===== src/rtl/dfa_pkg.sv =====
// Package for the programmable automaton recognizer.
// Holds field widths, operation codes, register indexes and the controller command type.
// Depends on nothing; every other file of the block imports it.
package dfa_pkg;

  localparam int STATE_W       = 4;
  localparam int SYMBOL_W      = 8;
  localparam int SLOT_W        = 4;
  localparam int COUNT_W       = 5;
  localparam int MASK_W        = 16;
  localparam int CFG_INDEX_W   = 2;
  localparam int CFG_DATA_W    = 16;
  // Largest number of table slots that the slot field can address.
  localparam int MAX_SLOTS     = 16;

  localparam int NUM_ENTRIES_DEF = 16;
  localparam int NUM_STATES_DEF  = 16;

  typedef enum logic [1:0] {
    OP_WRITE   = 2'd0,
    OP_SYMBOL  = 2'd1,
    OP_END     = 2'd2,
    OP_RESTART = 2'd3
  } op_t;

  localparam logic [CFG_INDEX_W-1:0] REG_TRANSITION_COUNT = 2'd0;
  localparam logic [CFG_INDEX_W-1:0] REG_INITIAL_STATE    = 2'd1;
  localparam logic [CFG_INDEX_W-1:0] REG_ACCEPT_MASK      = 2'd2;

  // Commands from the controller to the datapath.
  typedef struct packed {
    logic capture;  // register the incoming item
    logic commit;   // apply the held item and load the result register
  } cmd_t;

endpackage


===== src/rtl/dfa_op_if.sv =====
// Handshake interface for the operation items fed to the recognizer.
// Depends on dfa_pkg for the field widths.
interface dfa_op_if;
  import dfa_pkg::*;

  logic                valid;
  logic                ready;
  logic [1:0]          operation;
  logic [SLOT_W-1:0]   entry_index;
  logic [STATE_W-1:0]  from_state;
  logic [STATE_W-1:0]  to_state;
  logic [SYMBOL_W-1:0] symbol;

  modport source (
    output valid, operation, entry_index, from_state, to_state, symbol,
    input  ready
  );

  modport sink (
    input  valid, operation, entry_index, from_state, to_state, symbol,
    output ready
  );
endinterface


===== src/rtl/dfa_res_if.sv =====
// Handshake interface for the result items of the recognizer.
// Depends on dfa_pkg for the field widths.
interface dfa_res_if;
  import dfa_pkg::*;

  logic               valid;
  logic               ready;
  logic               moved;
  logic [STATE_W-1:0] current_state;
  logic               halted;
  logic               accepted;

  modport source (
    output valid, moved, current_state, halted, accepted,
    input  ready
  );

  modport sink (
    input  valid, moved, current_state, halted, accepted,
    output ready
  );
endinterface


===== src/rtl/dfa_symbol_recognizer_top.sv =====
// Top level of the programmable automaton recognizer.
// Joins dfa_ctrl and dfa_dp to the item interfaces; depends on dfa_pkg, dfa_op_if, dfa_res_if.

// Programmable deterministic automaton. Each item on ops writes one transition table slot,
// feeds one symbol, ends a string or restarts at initial_state, and each item gives exactly
// one item on results. A symbol takes the lowest-numbered of the first transition_count slots
// whose source equals the present state and whose symbol matches; with no match the
// automaton halts and ignores symbols until a restart or the end item, which reports
// acceptance and clears the halt. Each item is registered first; then all slots are compared
// in parallel and, once the result register is free, the state is updated and the result
// register is loaded. The controller holds one item at a time. A new item is taken while the
// previous result still waits on results; the block only stalls when a second result would
// have nowhere to go. Table slots read before they were ever written give undefined results.
// The user must write configuration registers through cfg_wen, cfg_index and cfg_data only
// while no item is in flight; the block does not enforce this. They take effect at once,
// except initial_state, which is used at the next restart item.
module dfa_symbol_recognizer_top #(
  parameter int NUM_ENTRIES = dfa_pkg::NUM_ENTRIES_DEF,
  parameter int NUM_STATES  = dfa_pkg::NUM_STATES_DEF
) (
  input  logic                            clk,
  input  logic                            rst,
  dfa_op_if.sink                          ops,
  dfa_res_if.source                       results,
  input  logic                            cfg_wen,
  input  logic [dfa_pkg::CFG_INDEX_W-1:0] cfg_index,
  input  logic [dfa_pkg::CFG_DATA_W-1:0]  cfg_data
);
  import dfa_pkg::*;

  cmd_t ctrl_cmd;
  logic in_ready;
  logic out_valid;

  // The controller decides when an item is taken and when its result is committed.
  dfa_ctrl u_ctrl (
    .clk       (clk),
    .rst       (rst),
    .in_valid  (ops.valid),
    .in_ready  (in_ready),
    .out_valid (out_valid),
    .out_ready (results.ready),
    .cmd       (ctrl_cmd)
  );

  // The datapath holds the table, the automaton state and the result payload.
  dfa_dp #(
    .NUM_ENTRIES (NUM_ENTRIES),
    .NUM_STATES  (NUM_STATES)
  ) u_dp (
    .clk           (clk),
    .rst           (rst),
    .cmd           (ctrl_cmd),
    .cfg_wen       (cfg_wen),
    .cfg_index     (cfg_index),
    .cfg_data      (cfg_data),
    .operation     (ops.operation),
    .entry_index   (ops.entry_index),
    .from_state    (ops.from_state),
    .to_state      (ops.to_state),
    .symbol        (ops.symbol),
    .moved         (results.moved),
    .current_state (results.current_state),
    .halted        (results.halted),
    .accepted      (results.accepted)
  );

  assign ops.ready     = in_ready;
  assign results.valid = out_valid;

  // A committed item always shows up as a pending result in the next cycle.
  a_commit_shows: assert property (@(posedge clk) disable iff (rst)
    ctrl_cmd.commit |=> results.valid)
    else $error("committed item did not produce a result");

  // Only one item is in flight: the block is not ready in the cycle after it takes an item.
  a_one_in_flight: assert property (@(posedge clk) disable iff (rst)
    ops.valid && ops.ready |=> !ops.ready)
    else $error("item accepted while another item is being worked on");

  // A successful move never leaves the automaton halted.
  a_moved_not_halted: assert property (@(posedge clk) disable iff (rst)
    results.valid |-> !(results.moved && results.halted))
    else $error("result reports a move and a halt together");

  // An accepting item never also reports a move or a halt.
  a_accept_not_moved: assert property (@(posedge clk) disable iff (rst)
    results.valid |-> !(results.accepted && (results.moved || results.halted)))
    else $error("accepting result carries move or halt");
endmodule


===== src/rtl/dfa_ctrl.sv =====
// Controller of the recognizer: a two-state machine that sequences one item at a time.
// Owns the handshakes and the result valid flag. Depends on dfa_pkg.
module dfa_ctrl (
  input  logic          clk,
  input  logic          rst,
  input  logic          in_valid,
  output logic          in_ready,
  output logic          out_valid,
  input  logic          out_ready,
  output dfa_pkg::cmd_t cmd
);
  import dfa_pkg::*;

  typedef enum logic {
    ST_IDLE,
    ST_EXEC
  } state_t;

  state_t state;
  logic   slot_free;

  // The result register can take a new result when it is empty or drains now.
  assign slot_free   = !out_valid || out_ready;
  assign in_ready    = (state == ST_IDLE);
  assign cmd.capture = in_valid && in_ready;
  assign cmd.commit  = (state == ST_EXEC) && slot_free;

  always_ff @(posedge clk) begin
    if (rst) begin
      state     <= ST_IDLE;
      out_valid <= 1'b0;
    end else begin
      case (state)
        ST_IDLE: begin
          if (out_ready) begin
            out_valid <= 1'b0;
          end
          if (cmd.capture) begin
            state <= ST_EXEC;
          end
        end
        ST_EXEC: begin
          if (slot_free) begin
            out_valid <= 1'b1;
            state     <= ST_IDLE;
          end
        end
        default: begin
          state     <= ST_IDLE;
          out_valid <= 1'b0;
        end
      endcase
    end
  end
endmodule


===== src/rtl/dfa_dp.sv =====
// Datapath of the recognizer: item register, transition table, present state,
// stop flag, configuration registers, parallel match and result register. Depends on dfa_pkg.
module dfa_dp #(
  parameter int NUM_ENTRIES = dfa_pkg::NUM_ENTRIES_DEF,
  parameter int NUM_STATES  = dfa_pkg::NUM_STATES_DEF
) (
  input  logic                             clk,
  input  logic                             rst,
  input  dfa_pkg::cmd_t                    cmd,
  input  logic                             cfg_wen,
  input  logic [dfa_pkg::CFG_INDEX_W-1:0]  cfg_index,
  input  logic [dfa_pkg::CFG_DATA_W-1:0]   cfg_data,
  input  logic [1:0]                       operation,
  input  logic [dfa_pkg::SLOT_W-1:0]       entry_index,
  input  logic [dfa_pkg::STATE_W-1:0]      from_state,
  input  logic [dfa_pkg::STATE_W-1:0]      to_state,
  input  logic [dfa_pkg::SYMBOL_W-1:0]     symbol,
  output logic                             moved,
  output logic [dfa_pkg::STATE_W-1:0]      current_state,
  output logic                             halted,
  output logic                             accepted
);
  import dfa_pkg::*;

  // Slots past what the slot field can address are never written, so they are not built.
  localparam int DEPTH = (NUM_ENTRIES < MAX_SLOTS) ? NUM_ENTRIES : MAX_SLOTS;

  // Configuration registers.
  logic [COUNT_W-1:0] transition_count;
  logic [STATE_W-1:0] initial_state;
  logic [MASK_W-1:0]  accept_mask;

  // Held item.
  op_t                op_q;
  logic [SLOT_W-1:0]  idx_q;
  logic [STATE_W-1:0] from_q;
  logic [STATE_W-1:0] to_q;
  logic [SYMBOL_W-1:0] sym_q;

  // Transition table, one register per slot.
  logic [STATE_W-1:0]  entry_source [DEPTH];
  logic [SYMBOL_W-1:0] entry_symbol [DEPTH];
  logic [STATE_W-1:0]  entry_target [DEPTH];

  logic [STATE_W-1:0] present_state;
  logic               stop_flag;

  logic [DEPTH-1:0]   hit;
  logic               found;
  logic [STATE_W-1:0] hit_target;
  logic [STATE_W-1:0] present_state_next;
  logic               stop_flag_next;
  logic               moved_next;
  logic               accepted_next;
  logic               state_accepting;

  always_ff @(posedge clk) begin
    if (rst) begin
      transition_count <= '0;
      initial_state    <= '0;
      accept_mask      <= '0;
    end else if (cfg_wen) begin
      case (cfg_index)
        REG_TRANSITION_COUNT: transition_count <= cfg_data[COUNT_W-1:0];
        REG_INITIAL_STATE:    initial_state    <= cfg_data[STATE_W-1:0];
        REG_ACCEPT_MASK:      accept_mask      <= cfg_data[MASK_W-1:0];
        default: ;
      endcase
    end
  end

  always_ff @(posedge clk) begin
    if (cmd.capture) begin
      op_q   <= op_t'(operation);
      idx_q  <= entry_index;
      from_q <= from_state;
      to_q   <= to_state;
      sym_q  <= symbol;
    end
  end

  always_ff @(posedge clk) begin
    for (int i = 0; i < DEPTH; i++) begin
      if (cmd.commit && (op_q == OP_WRITE) && (idx_q == SLOT_W'(i))) begin
        entry_source[i] <= from_q;
        entry_symbol[i] <= sym_q;
        entry_target[i] <= to_q;
      end
    end
  end

  // Every slot is compared at once; the lowest matching slot wins.
  always_comb begin
    hit        = '0;
    hit_target = '0;
    for (int i = 0; i < DEPTH; i++) begin
      hit[i] = (COUNT_W'(i) < transition_count) && (entry_source[i] == present_state) &&
               (entry_symbol[i] == sym_q);
    end
    for (int i = DEPTH - 1; i >= 0; i--) begin
      if (hit[i]) begin
        hit_target = entry_target[i];
      end
    end
  end

  assign found           = |hit;
  assign state_accepting = (int'(present_state) < NUM_STATES) && accept_mask[present_state];

  always_comb begin
    present_state_next = present_state;
    stop_flag_next     = stop_flag;
    moved_next         = 1'b0;
    accepted_next      = 1'b0;
    case (op_q)
      OP_WRITE: ;
      OP_SYMBOL: begin
        if (!stop_flag) begin
          if (found) begin
            present_state_next = hit_target;
            moved_next         = 1'b1;
          end else begin
            stop_flag_next = 1'b1;
          end
        end
      end
      OP_END: begin
        accepted_next  = !stop_flag && state_accepting;
        stop_flag_next = 1'b0;
      end
      OP_RESTART: begin
        present_state_next = initial_state;
        stop_flag_next     = 1'b0;
      end
      default: ;
    endcase
  end

  always_ff @(posedge clk) begin
    if (rst) begin
      present_state <= '0;
      stop_flag     <= 1'b0;
    end else if (cmd.commit) begin
      present_state <= present_state_next;
      stop_flag     <= stop_flag_next;
    end
  end

  always_ff @(posedge clk) begin
    if (cmd.commit) begin
      moved         <= moved_next;
      current_state <= present_state_next;
      halted        <= stop_flag_next;
      accepted      <= accepted_next;
    end
  end
endmodule


===== src/flat_wrapper.sv =====
// flat-port wrapper written by rule: the top's interface ports become plain ports
module dfa_symbol_recognizer_top_flat import dfa_pkg::*;
#(
  parameter int NUM_ENTRIES = dfa_pkg::NUM_ENTRIES_DEF,
  parameter int NUM_STATES  = dfa_pkg::NUM_STATES_DEF
)
  (clk, rst, cfg_wen, cfg_index, cfg_data, ops_valid, ops_operation, ops_entry_index, ops_from_state, ops_to_state, ops_symbol, ops_ready, results_valid, results_moved, results_current_state, results_halted, results_accepted, results_ready);
  dfa_op_if ops_i ();
  dfa_res_if results_i ();
  input  logic clk;
  input  logic rst;
  input  logic cfg_wen;
  input  logic [dfa_pkg::CFG_INDEX_W-1:0] cfg_index;
  input  logic [dfa_pkg::CFG_DATA_W-1:0] cfg_data;
  input wire logic [$bits(ops_i.valid)-1:0] ops_valid;
  input wire logic [$bits(ops_i.operation)-1:0] ops_operation;
  input wire logic [$bits(ops_i.entry_index)-1:0] ops_entry_index;
  input wire logic [$bits(ops_i.from_state)-1:0] ops_from_state;
  input wire logic [$bits(ops_i.to_state)-1:0] ops_to_state;
  input wire logic [$bits(ops_i.symbol)-1:0] ops_symbol;
  output wire logic [$bits(ops_i.ready)-1:0] ops_ready;
  output wire logic [$bits(results_i.valid)-1:0] results_valid;
  output wire logic [$bits(results_i.moved)-1:0] results_moved;
  output wire logic [$bits(results_i.current_state)-1:0] results_current_state;
  output wire logic [$bits(results_i.halted)-1:0] results_halted;
  output wire logic [$bits(results_i.accepted)-1:0] results_accepted;
  input wire logic [$bits(results_i.ready)-1:0] results_ready;
  assign ops_i.valid = ops_valid;
  assign ops_i.operation = ops_operation;
  assign ops_i.entry_index = ops_entry_index;
  assign ops_i.from_state = ops_from_state;
  assign ops_i.to_state = ops_to_state;
  assign ops_i.symbol = ops_symbol;
  assign ops_ready = ops_i.ready;
  assign results_valid = results_i.valid;
  assign results_moved = results_i.moved;
  assign results_current_state = results_i.current_state;
  assign results_halted = results_i.halted;
  assign results_accepted = results_i.accepted;
  assign results_i.ready = results_ready;
  dfa_symbol_recognizer_top #(.NUM_ENTRIES(NUM_ENTRIES), .NUM_STATES(NUM_STATES)) u_core (.clk(clk), .rst(rst), .ops(ops_i), .results(results_i), .cfg_wen(cfg_wen), .cfg_index(cfg_index), .cfg_data(cfg_data));
endmodule

===== config.mk =====
export PLATFORM = sky130hd
export DESIGN_NAME = dfa_symbol_recognizer_top_flat
export DESIGN_NICKNAME = d
export VERILOG_FILES = /design/src/rtl/dfa_pkg.sv /design/src/rtl/dfa_op_if.sv /design/src/rtl/dfa_res_if.sv /design/src/rtl/dfa_symbol_recognizer_top.sv /design/src/rtl/dfa_ctrl.sv /design/src/rtl/dfa_dp.sv /design/src/flat_wrapper.sv
export SDC_FILE = /design/constraint.sdc
export NUM_CORES = 1
export LEC_CHECK = 0
export BUFFER_PORTS_ARGS = -buffer_cell sky130_fd_sc_hd__clkbuf_2
export CORE_MARGIN = 8
export CORE_UTILIZATION = 45
export CTS_BUF_LIST = sky130_fd_sc_hd__clkbuf_16
export DETAILED_ROUTE_END_ITERATION = 12
export GPL_TIMING_DRIVEN = 0
export PLACE_DENSITY = 0.65
export SETUP_SLACK_MARGIN = 0.2
export SLEW_MARGIN = 10
export SYNTH_ARGS = -nofsm -noshare
export SYNTH_HDL_FRONTEND = slang
export SYNTH_SLANG_ARGS = --single-unit

===== constraint.sdc =====
create_clock -name clk -period 2.8 [get_ports clk]
set_input_delay 0.42 -clock clk [delete_from_list [all_inputs] [get_ports clk]]
set_output_delay 0.42 -clock clk [all_outputs]
set_load 0.03 [all_outputs]

Word-level counts from Yosys, hierarchy flattened
Memories as Yosys holds them, arrays and structs flattened.
Index checks and enable logic that the tools add are counted.
{"block": "classes", "eq_ne": 54, "n_reduce_logical": 110, "bitwise": 2, "addsub": 0, "n_lt_le_gt_ge": 17, "div": 0, "n_mul": 0, "shifts": 0, "n_mux": 198}
{"operator": "2-to-1 mux 4 bit", "n": 93}
{"operator": "== test 8 bit", "n": 16}
{"operator": "2-to-1 mux 8 bit", "n": 15}
{"operator": "OR reduction 4 bit", "n": 30}
{"operator": "OR reduction 8 bit", "n": 15}
{"operator": "2-to-1 mux 1 bit", "n": 85}
{"operator": "== test 4 bit", "n": 16}
{"operator": "logical AND 1 bit", "n": 52}
{"operator": "< comparator 4 x 5 -> 1 bit, first input constant", "n": 8}
{"operator": "== test 4 bit, second input constant", "n": 8}
{"operator": "< comparator 3 x 5 -> 1 bit, first input constant", "n": 4}
{"operator": "== test 4 x 3 -> 1 bit, second input constant", "n": 4}
{"operator": "OR reduction 16 bit", "n": 1}
{"operator": "< comparator 1 x 5 -> 1 bit, first input constant", "n": 2}
{"operator": "< comparator 2 x 5 -> 1 bit, first input constant", "n": 2}
{"operator": "== test 4 x 2 -> 1 bit, second input constant", "n": 2}
{"operator": "case mux 4 bit (2 select lines)", "n": 1}
{"operator": "AND reduction 2 bit", "n": 4}
{"operator": "== test 2 bit, second input constant", "n": 3}
{"operator": "case mux 1 bit (2 select lines)", "n": 3}
{"operator": "< comparator 4 x 5 -> 1 bit, second input constant", "n": 1}
{"operator": "binary-select mux 1 bit (select 4 bit)", "n": 1}
{"operator": "== test 2 x 1 -> 1 bit, second input constant", "n": 2}
{"operator": "== test 4 x 1 -> 1 bit, second input constant", "n": 1}
{"operator": "8 further kinds", "n": 12}
{"block": "totals", "elab_cells": 400, "latch_bits": 0, "ramBits": 256, "mem_bits_ro": 0, "n_memories": 3, "reg_bits": 61}
{"name": "u_core.u_dp.entry_symbol", "depth": 16, "width": 8, "read_ports": 16, "rd_clocked_by_memory_dff": 0, "wr": 1, "line_no": "dfa_dp.sv:42", "source": "logic [SYMBOL_W-1:0] entry_symbol [DEPTH];"}
{"name": "u_core.u_dp.entry_source", "depth": 16, "width": 4, "read_ports": 16, "rd_clocked_by_memory_dff": 0, "wr": 1, "line_no": "dfa_dp.sv:41", "source": "logic [STATE_W-1:0] entry_source [DEPTH];"}
{"name": "u_core.u_dp.entry_target", "depth": 16, "width": 4, "read_ports": 16, "rd_clocked_by_memory_dff": 0, "wr": 1, "line_no": "dfa_dp.sv:43", "source": "logic [STATE_W-1:0] entry_target [DEPTH];"}

Depth between registers and ports, before layout
Gate-level depths: netlist of the first run.
{"block": "depth", "ltp_word": 23, "depth_mapped": 11}

Modules after synthesis
A second synthesis of the first run with hierarchy kept.
{"block": "hier_totals", "hier_cells": 1049, "area_unflattened_um2": 14366.3}
{"module": "dfa_dp", "seq_area_each_um2": 9158.8, "instances": 1, "area_per_inst_um2": 14278.7, "cells_per_inst": 1040}
{"module": "dfa_ctrl", "seq_area_each_um2": 40.0, "instances": 1, "area_per_inst_um2": 87.6, "cells_per_inst": 9}

Least setup slack after synthesis of the first run
OpenSTA, ideal clock, no wires.
{"block": "synth_path", "path_type": "input-to-reg", "from": "input results_ready", "to": "memory u_core.u_dp.entry_source[0][0], enable pin", "path_stages": 5, "required_time_ns": 2.391, "setup_ns": 0.409, "t_arrival_ns": 2.593, "setup_slack_ns": -0.202, "cell_sequence": "nand2b_1 > nand2_1 > nor3_1 > or3b_2 > nor3_1"}
{"block": "synth_via", "elab_chain_len": 22, "elab_cells_between_ends": 96, "cone_classes": "mux (62); reduce/logical (34)"}
{"element": "from (decl)", "line_no": "flat_wrapper.sv:27", "source": "input wire logic [$bits(results_i.ready)-1:0] results_ready;"}
{"element": "logical OR 1 bit (*)", "line_no": "dfa_ctrl.sv:23", "source": "assign slot_free = !out_valid || out_ready;"}
{"element": "logical AND 1 bit (*)", "line_no": "dfa_ctrl.sv:26", "source": "assign cmd.commit = (state == ST_EXEC) && slot_free;"}
{"element": "logical AND 1 bit (*)", "line_no": "dfa_dp.sv:84", "source": "if (cmd.commit && (op_q == OP_WRITE) && (idx_q == SLOT_W'(i))) begin"}
{"element": "logical AND 1 bit", "line_no": "dfa_dp.sv:84"}
{"element": "2-to-1 mux 1 bit", "line_no": "dfa_dp.sv:84"}
{"element": "2-to-1 mux 1 bit (implied by the code)", "line_no": "dfa_dp.sv:85", "source": "entry_source[i] <= from_q;"}
{"element": "OR reduction 4 bit (no line)"}
{"element": "2-to-1 mux 4 bit (no line) / 2-to-1 mux 1 bit (equally long branches) (15 in series)"}
{"element": "to (decl)", "line_no": "dfa_dp.sv:41"}
Every way passes the cells marked *; elsewhere a longest branch is shown, timed or not.

Worst setup path in the final report of the first run
{"block": "layout_path", "from": "register u_core.u_dp.sym_q[2]", "to": "register u_core.u_dp.present_state[3]"}
{"block": "layout_via", "elab_chain_len": 21, "elab_cells_between_ends": 52, "cone_classes": "eq/ne (16); mux (19); reduce/logical (17)"}
{"element": "from (decl)", "line_no": "dfa_dp.sv:38", "source": "logic [SYMBOL_W-1:0] sym_q;"}
{"element": "from (signal assigned)", "line_no": "dfa_dp.sv:78", "source": "sym_q <= symbol;"}
{"element": "== test 8 bit", "line_no": "dfa_dp.sv:98", "source": "(entry_symbol[i] == sym_q);"}
{"element": "logical AND 1 bit", "line_no": "dfa_dp.sv:97", "source": "hit[i] = (COUNT_W'(i) < transition_count) && (entry_source[i] == present_state) &&"}
{"element": "2-to-1 mux 4 bit (16 in series)", "line_no": "dfa_dp.sv:101", "source": "if (hit[i]) begin"}
{"element": "2-to-1 mux 4 bit (*)", "line_no": "dfa_dp.sv:119", "source": "if (found) begin"}
{"element": "2-to-1 mux 4 bit (*)", "line_no": "dfa_dp.sv:118", "source": "if (!stop_flag) begin"}
{"element": "case mux 4 bit (2 select lines) (*)", "line_no": "dfa_dp.sv:115", "source": "case (op_q)"}
{"element": "to (signal assigned)", "line_no": "dfa_dp.sv:144", "source": "present_state <= present_state_next;"}
{"element": "to (decl)", "line_no": "dfa_dp.sv:45", "source": "logic [STATE_W-1:0] present_state;"}
Marked as above.
A chain may end at the register's enable or synchronous reset.

==> results of run 1 <==
[power by group through the flow]
stage,combinational [mW],sequential [mW],clock (mW)
4_1_cts,0.718,5.30,4.34
3_3_place_gp,0.532,5.45,0
3_5_place_dp,0.547,5.46,0
6_report,0.770,5.31,4.30
2_1_floorplan,0.359,5.39,0
5_1_grt,0.814,5.31,4.50
[sequential cells by signal, indices dropped and copies added, names as in the netlist, 2 cells and up]
signal,cells
u_core.u_dp.present_state,4
u_core.u_dp.to_q,4
u_core.u_dp.accept_mask,16
u_core.u_dp.entry_source,64
u_core.u_dp.transition_count,5
u_core.u_dp.entry_symbol,128
u_core.u_dp.entry_target,64
u_core.u_dp.current_state,4
u_core.u_dp.op_q,2
u_core.u_dp.idx_q,4
u_core.u_dp.initial_state,4
u_core.u_dp.sym_q,8
u_core.u_dp.from_q,4
[worst paths after layout]
| path | start | to | depth (start not counted) |
|---|---|---|---|
| setup / recovery | u_core.u_dp.sym_q[2]$_DFFE_PP_ | u_core.u_dp.present_state[3]$_SDFFE_PP0P_ | 11 |
| hold / removal | ops_from_state[2] | u_core.u_dp.from_q[2]$_DFFE_PP_ | 1 |
| setup reg to reg | u_core.u_dp.sym_q[2]$_DFFE_PP_ | u_core.u_dp.present_state[3]$_SDFFE_PP0P_ | 11 |
| hold reg to reg | u_core.u_dp.accept_mask[10]$_SDFFE_PP0P_ | u_core.u_dp.accept_mask[10]$_SDFFE_PP0P_ | 2 |
[timing repair]
action                     in CTS  in global routing
buffers inserted               58                 20
gates resized for setup       118                 58
cloned                          1                  0
setup endpoints to repair     227                 71
pin swaps                      60                 47
hold buffers                    0                  0
[final cells by class]
type                            count  area, um2
Fill cell                        2442      13150
Sequential cell                   317       9203
Multi-Input combinational cell    638       5639
Timing Repair Buffer              136       1114
Clock buffer                       36      900.9
Buffer                             43      505.5
Tap cell                          402      503.0
Clock inverter                     25      162.7
Inverter                           14      52.55
[metal layers]
metal	share of wire (%)	GRT usage, %	wire length [um]
met5	0	0	0
met4	4.1	8.694	1666
met3	8.5	3.992	3403
met2	46	32.77	18420
met1	42	28.42	16690
[worst max-delay path, cell delays in order, from the launching register on]
cell and delay, ps:
edfxtp_1 450, buf_6 190, buf_12 160, buf_12 140, xnor2_4 140, nand4_1 140, nor4_4 400, nand3b_1 120
a311o_1 400, a221oi_2 380, o2111ai_1 200, a31oi_1 190
[cell usage in the layout (no fill, tap or decap), drive strengths merged, types with 6 or more instances in the layout]
cell type / n
a2111oi: 7
a211oi: 6
a21oi: 25
a31oi: 6
buf: 117
clkbuf: 98
clkinv: 14
dfxtp: 32
edfxtp: 285
inv: 22
mux2i: 10
nand2: 69
nand2b: 8
nand3: 26
nand3b: 9
nand4: 39
nor2: 61
nor3: 16
nor4: 41
o21ai: 7
o311ai: 6
or2: 8
or3: 6
or4: 13
xnor2: 101
xor2: 93
[cells by family after synthesis]
group	after synthesis
xor+xnor	194
buf+inv	57
mux	15
compound gates	96
simple gates	333
flops	317
==> flow_summary_export.csv, run 1 <==
group,metric,value,unit
placement,dp_cells,1471,
timing,fin_setup_tns,-1346,ps
setup_path,critical_path_class,"register to register",
synthesis,ys_ff_latch,317,
synthesis,yosys-top-cells-area,"edfxtp_1, xnor2_1, xor2_1, dfxtp_1, nand2_1",
clocking,cts-root-buf,"clkbuf_16",
synthesis,synth_commonest_cells,"edfxtp_1, xnor2_1, xor2_1",
timing,worst_slew_pin_slew,1034,ps
detailed_routing,wirelength,40190,um
worst_hold_path,min_path_type,"input port to register",
clocking,numCtsBuffers,34,
clocking,cts.path.max_buffers,3,
synthesis,avgSynthCellArea,13.97,um2
timing,max_freq,330.9,MHz
synthesis,ys.warnings.count,0,
synthesis,synth_cell_types,75,
synthesis,synth-simple-area-share,13.21,%
detailed_routing,drtAntennaViolNets,0,
placement,dp_slack,-1242,ps
synthesis,synth_top_cell_by_area,"edfxtp_1",
synthesis,synthCells,1012,
detailed_routing,firstDrtPassIters,5,
clocking,insertion_delay,520,ps
timing,finalHoldViolations,0,
detailed_routing,vias_per_cell,5.806,
detailed_routing,wl_per_cell,24.95,um
power_and_ir_drop,p_int,8.031,mW
floorplanning,num_rows,65,
placement,port_buffers,52,
placement,gp_congestion,0.8982,
floorplanning,die_h,193.2,um
outcome,status,"complete, but fails checks",
synthesis,synth_xor_area_share,12.07,%
synthesis,netlist.area_leader.share,60.54,%
power_and_ir_drop,pwr-share-comb,7.4,%
synthesis,synth_top_family_by_area,"simple AND/OR/NAND/NOR gates",
timing,post-route-period-util,107.9,%
finish,n_antenna_cell,0,
setup_path,cp.required,3220,ps
floorplanning,ios,54,
timing,rsz0062_at_grt,"yes",
power_and_ir_drop,p_clk_share,41.4,%
power_and_ir_drop,switching_power,2.345,mW
timing,period_needed,3022,ps
global_routing,grt_antenna_before_repair,0,
finish,fin_area,0.01808,mm2
synthesis,synth-main-ff-cell,"edfxtp_1",
power_and_ir_drop,finalPower,10.38,mW
power_and_ir_drop,peakVddDrop,458.7,uV
floorplanning,die_area,0.03734,mm2
floorplanning,core-area,0.03123,mm2
floorplanning,fp.dieW,193.2,um
synthesis,yosysSeqAreaShare,65.07,%
synthesis,synthArstFlopShare,0,%
clocking,htreeDepth,2,
placement,place_area,0.01527,mm2
finish,drive_above_1_share,31.18,%
setup_path,timing.critical_path.arrival,3440,ps
synthesis,synth_mux_area_share,1.505,%
clocking,clock_sinks,317,
global_routing,grt_overflow,0,
finish,utilization,57.89,%
synthesis,synth_edf_count,285,
timing,slew_headroom,31.04,%
global_routing,grt_pass1_vias,9288,
detailed_routing,vias,9354,
floorplanning,start_util,45.27,%
setup_path,rrSetupSlack,-220,ps
finish,fin_nets,1229,
clocking,clkSlewWorstSetupHoldPaths,60,ps
run,drv_cap,0,
setup_path,worstSetupStartpointType,"register",
detailed_routing,drtIter0Drc,838,
synthesis,netlist_area,0.01414,mm2
synthesis,synth_compound_area_share,5.310,%
global_routing,grt_pass1_wl,58910,um
detailed_routing,drc_errors,0,
power_and_ir_drop,leakage,6.297,nW
timing,hold_ws,67.92,ps
timing,slew_violations,0,
timing,setup_viol,8,
timing,fin_worst_skew,36.48,ps
setup_path,cp-end-kind,"register",
finish,finalNonFillerCells,1611,
setup_path,path_max_fanout,6,
power_and_ir_drop,power_density,573.9,mW/mm2
timing,finalWorstSetupSlack,-222.3,ps
placement,detailed_place_hpwl,25440,um
synthesis,yosys.cell_count.top_type,"edfxtp_1",
outcome,violations,"negative setup slack",
power_and_ir_drop,switching_share,22.60,%
global_routing,grt_usage,20.96,%
power_and_ir_drop,p_seq_share,51.1,%
clocking,cts_tree,"built",
global_routing,grt_max_degree,18,
finish,syn2layout_area_growth,27.89,%
synthesis,synth_fa_ha_area_share,0,%
synthesis,synth.net_count,1057,
Note: power is estimated with default switching activity, not from simulation.
==> run 2: changes to the inputs <==
--- a/config.mk
+++ b/config.mk
@@ -11,7 +11,7 @@
 export CTS_BUF_LIST = sky130_fd_sc_hd__clkbuf_16
 export DETAILED_ROUTE_END_ITERATION = 12
 export GPL_TIMING_DRIVEN = 0
-export PLACE_DENSITY = 0.65
+export PLACE_DENSITY = 0.63
 export SETUP_SLACK_MARGIN = 0.2
 export SLEW_MARGIN = 10
 export SYNTH_ARGS = -nofsm -noshare
==> constraint.sdc (replaced) <==
create_clock -name clk -period 3.6 [get_ports clk]
set_input_delay 0.54 -clock clk [delete_from_list [all_inputs] [get_ports clk]]
set_output_delay 0.54 -clock clk [all_outputs]
set_load 0.03 [all_outputs]
==> run 2 against run 1 <==
  * The run now ends clean
  * Register-to-register slack better by 530 ps
  * Clock power shrank 21%
  * Clock-buffer cell count unchanged
  * Hold slack better by 130 ps
  * Routed wire length decreased by 5.2%
  * Design area down 9.9%
  * Total power fell by 23%
  * Critical path depth down 2
  * Non-clock buffer count is 68 lower
  * First-iteration DRC count fell by 3.8%
  * Highest routed layer unchanged
==> flow_summary_export.csv, run 2 (synthesis gave the netlist of run 1 again) <==
group,metric,value,unit
outcome,status,"finished, final reports clean",
clocking,cts.path.max_buffers,3,
setup_path,r2r-start,"u_core.u_dp.sym_q[5]$_DFFE_PP_",
placement,detailed_place_hpwl,25340,um
timing,worst_slew_pin_slew,1071,ps
finish,final_cell_mix,"edfxtp_1, xnor2_1, xor2_1, nand2_1, clkbuf_2",
setup_path,worstSetupStartpointType,"register",
detailed_routing,wirelength,38100,um
floorplanning,start_util,45.27,%
floorplanning,ios,54,
timing,hold_ws,193.5,ps
global_routing,grt_antenna_before_repair,0,
finish,fin_nets,1162,
timing,period_needed,3289,ps
finish,nFillCells,2675,
floorplanning,core-area,0.03123,mm2
power_and_ir_drop,leakage,5.435,nW
global_routing,grt_max_degree,23,
clocking,hold_buffers,0,
timing,slew_headroom,27.92,%
setup_path,cp_slowest_cell,"nor4_1",
setup_path,timing.critical_path.arrival,3730,ps
clocking,numCtsBuffers,35,
timing,post-route-period-util,91.37,%
finish,finalNonFillerCells,1543,
setup_path,crit_path_start,"u_core.u_dp.sym_q[5]$_DFFE_PP_",
power_and_ir_drop,power_density,489.2,mW/mm2
detailed_routing,drtIter0Drc,806,
placement,port_buffers,52,
finish,n_antenna_cell,0,
detailed_routing,vias_per_cell,5.787,
clocking,clkSlewWorstSetupHoldPaths,60,ps
clocking,htreeDepth,2,
finish,top_register,"u_core.u_dp.entry_symbol",
timing,slew_violations,0,
detailed_routing,vias,8930,
clocking,cts_tree,"built",
global_routing,grt_pass1_vias,8741,
finish,fin_area,0.01628,mm2
finish,regArea,0.009199,mm2
detailed_routing,firstDrtPassIters,4,
global_routing,grt_pass1_wl,56090,um
setup_path,cp-end-kind,"register",
floorplanning,die_h,193.2,um
finish,multi_input_area,0.004676,mm2
detailed_routing,drtAntennaViolNets,0,
timing,fin_worst_skew,20.43,ps
clocking,insertion_delay,520,ps
power_and_ir_drop,peakVddDrop,382.5,uV
worst_hold_path,min_from,"ops_to_state[3]",
run,drv_cap,0,
clocking,clock_sinks,317,
setup_path,path_max_fanout,10,
worst_hold_path,min_path_type,"input port to register",
timing,rsz0062_at_grt,"yes",
timing,finalHoldViolations,0,
clocking,cts-root-buf,"clkbuf_16",
global_routing,grt_overflow,0,
setup_path,crit_path_cell_trace,"buf_4 -> buf_6 -> xor2_1 -> nor4_1 -> nand4_1 -> a311o_1 -> a221oi_2 -> o2111ai_1 -> a31oi_1",
setup_path,critical_path_class,"register to register",
timing,setup_viol,0,
floorplanning,fp.dieW,193.2,um
placement,gp_congestion,0.8939,
finish,largest_register_ffs,128,
detailed_routing,drc_errors,0,
finish,syn2layout_area_growth,15.17,%
timing,max_freq,304.0,MHz
floorplanning,die_area,0.03734,mm2
floorplanning,num_rows,65,
placement,place_area,0.01506,mm2
placement,dp_cells,1474,
detailed_routing,wl_per_cell,24.69,um
setup_path,rrSetupSlack,310,ps
finish,top_regs,"u_core.u_dp.entry_symbol: 128 flops, u_core.u_dp.entry_source: 64 flops, u_core.u_dp.entry_target: 64 flops",
finish,final_common_cell,"edfxtp_1",
setup_path,max_stage_delay,560,ps
global_routing,grt_usage,20.05,%
finish,drive_above_1_share,18.23,%
setup_path,cp.required,4040,ps
run 2: cell count changes in the layout (fill, tap and decap cells not counted), moves of 8 or more:
cell     before  now
buf_4        64   16
or4_1         3   12
xor2_2       17    0
buf_6        15   24
nor4_1       20   28
xnor2_1      77  100
xnor2_2      19    1
nor4_4       15    2
or4_4        10    1
nor2_4       10    0
nor2_1       41   49
xor2_1       75   93
buf_12       23    0
run 2: per-stage QoR:
| step | util, % | total power, mW | setup WS, ps | setup TNS (ps) |
|---|---|---|---|---|
| after floorplan | - | 4.452 | 477.8 | 0 |
| after global placement | 47.71 | 4.644 | -905.0 | -43070 |
| after detailed placement | 48.23 | 4.652 | -586.2 | -4504 |
| after CTS | 51.96 | 8.008 | 211.5 | 0 |
| after global routing | 52.14 | 8.179 | 144.4 | 0 |
| final | 52.14 | 7.965 | 310.6 | 0 |
run 2: final cells by class:
type / instances / share of cell area (%)
Clock inverter: 25 / 1.084
Buffer: 43 / 2.144
Inverter: 14 / 0.3228
Clock buffer: 36 / 5.533
Timing Repair Buffer: 68 / 2.613
Tap cell: 402 / 3.089
Multi-Input combinational cell: 638 / 28.72
Sequential cell: 317 / 56.50
run 2: what timing repair did:
item	in CTS	in global routing
resized for setup	5	11
endpoints found under the setup margin	11	8
pin swaps	0	0
setup buffers	8	0
run 2: path summary, 6_finish.rpt:
check,endpoint,cells after the start
max,u_core.u_dp.present_state[2]$_SDFFE_PP0P_,9
max reg2reg,u_core.u_dp.present_state[2]$_SDFFE_PP0P_,9
min reg2reg,u_core.u_dp.accept_mask[14]$_SDFFE_PP0P_,2
min,u_core.u_dp.to_q[3]$_DFFE_PP_,1
run 2: worst max-delay path: cells and delay by family, from the launching register on:
kind,cells,cell delay (ps)
xor+xnor,1,180
buf+inv,2,420
compound gates,4,1210
simple gates,2,980
flops,1,420
run 2: per-layer routing:
metal	vias up	wire [um]	track usage, %
li1	4056	-	-
met1	4422	16720	27.52
met2	390	17260	31.46
met3	62	3021	3.818
met4	0	1093	7.184
met5	-	0	0
run 2: power breakdown:
group	switching, mW	internal, mW	leakage, nW
sequential	0.0626	4.06	2.84
clock	1.42	1.96	0.546
combinational	0.310	0.156	2.05
total	1.79	6.17	5.43
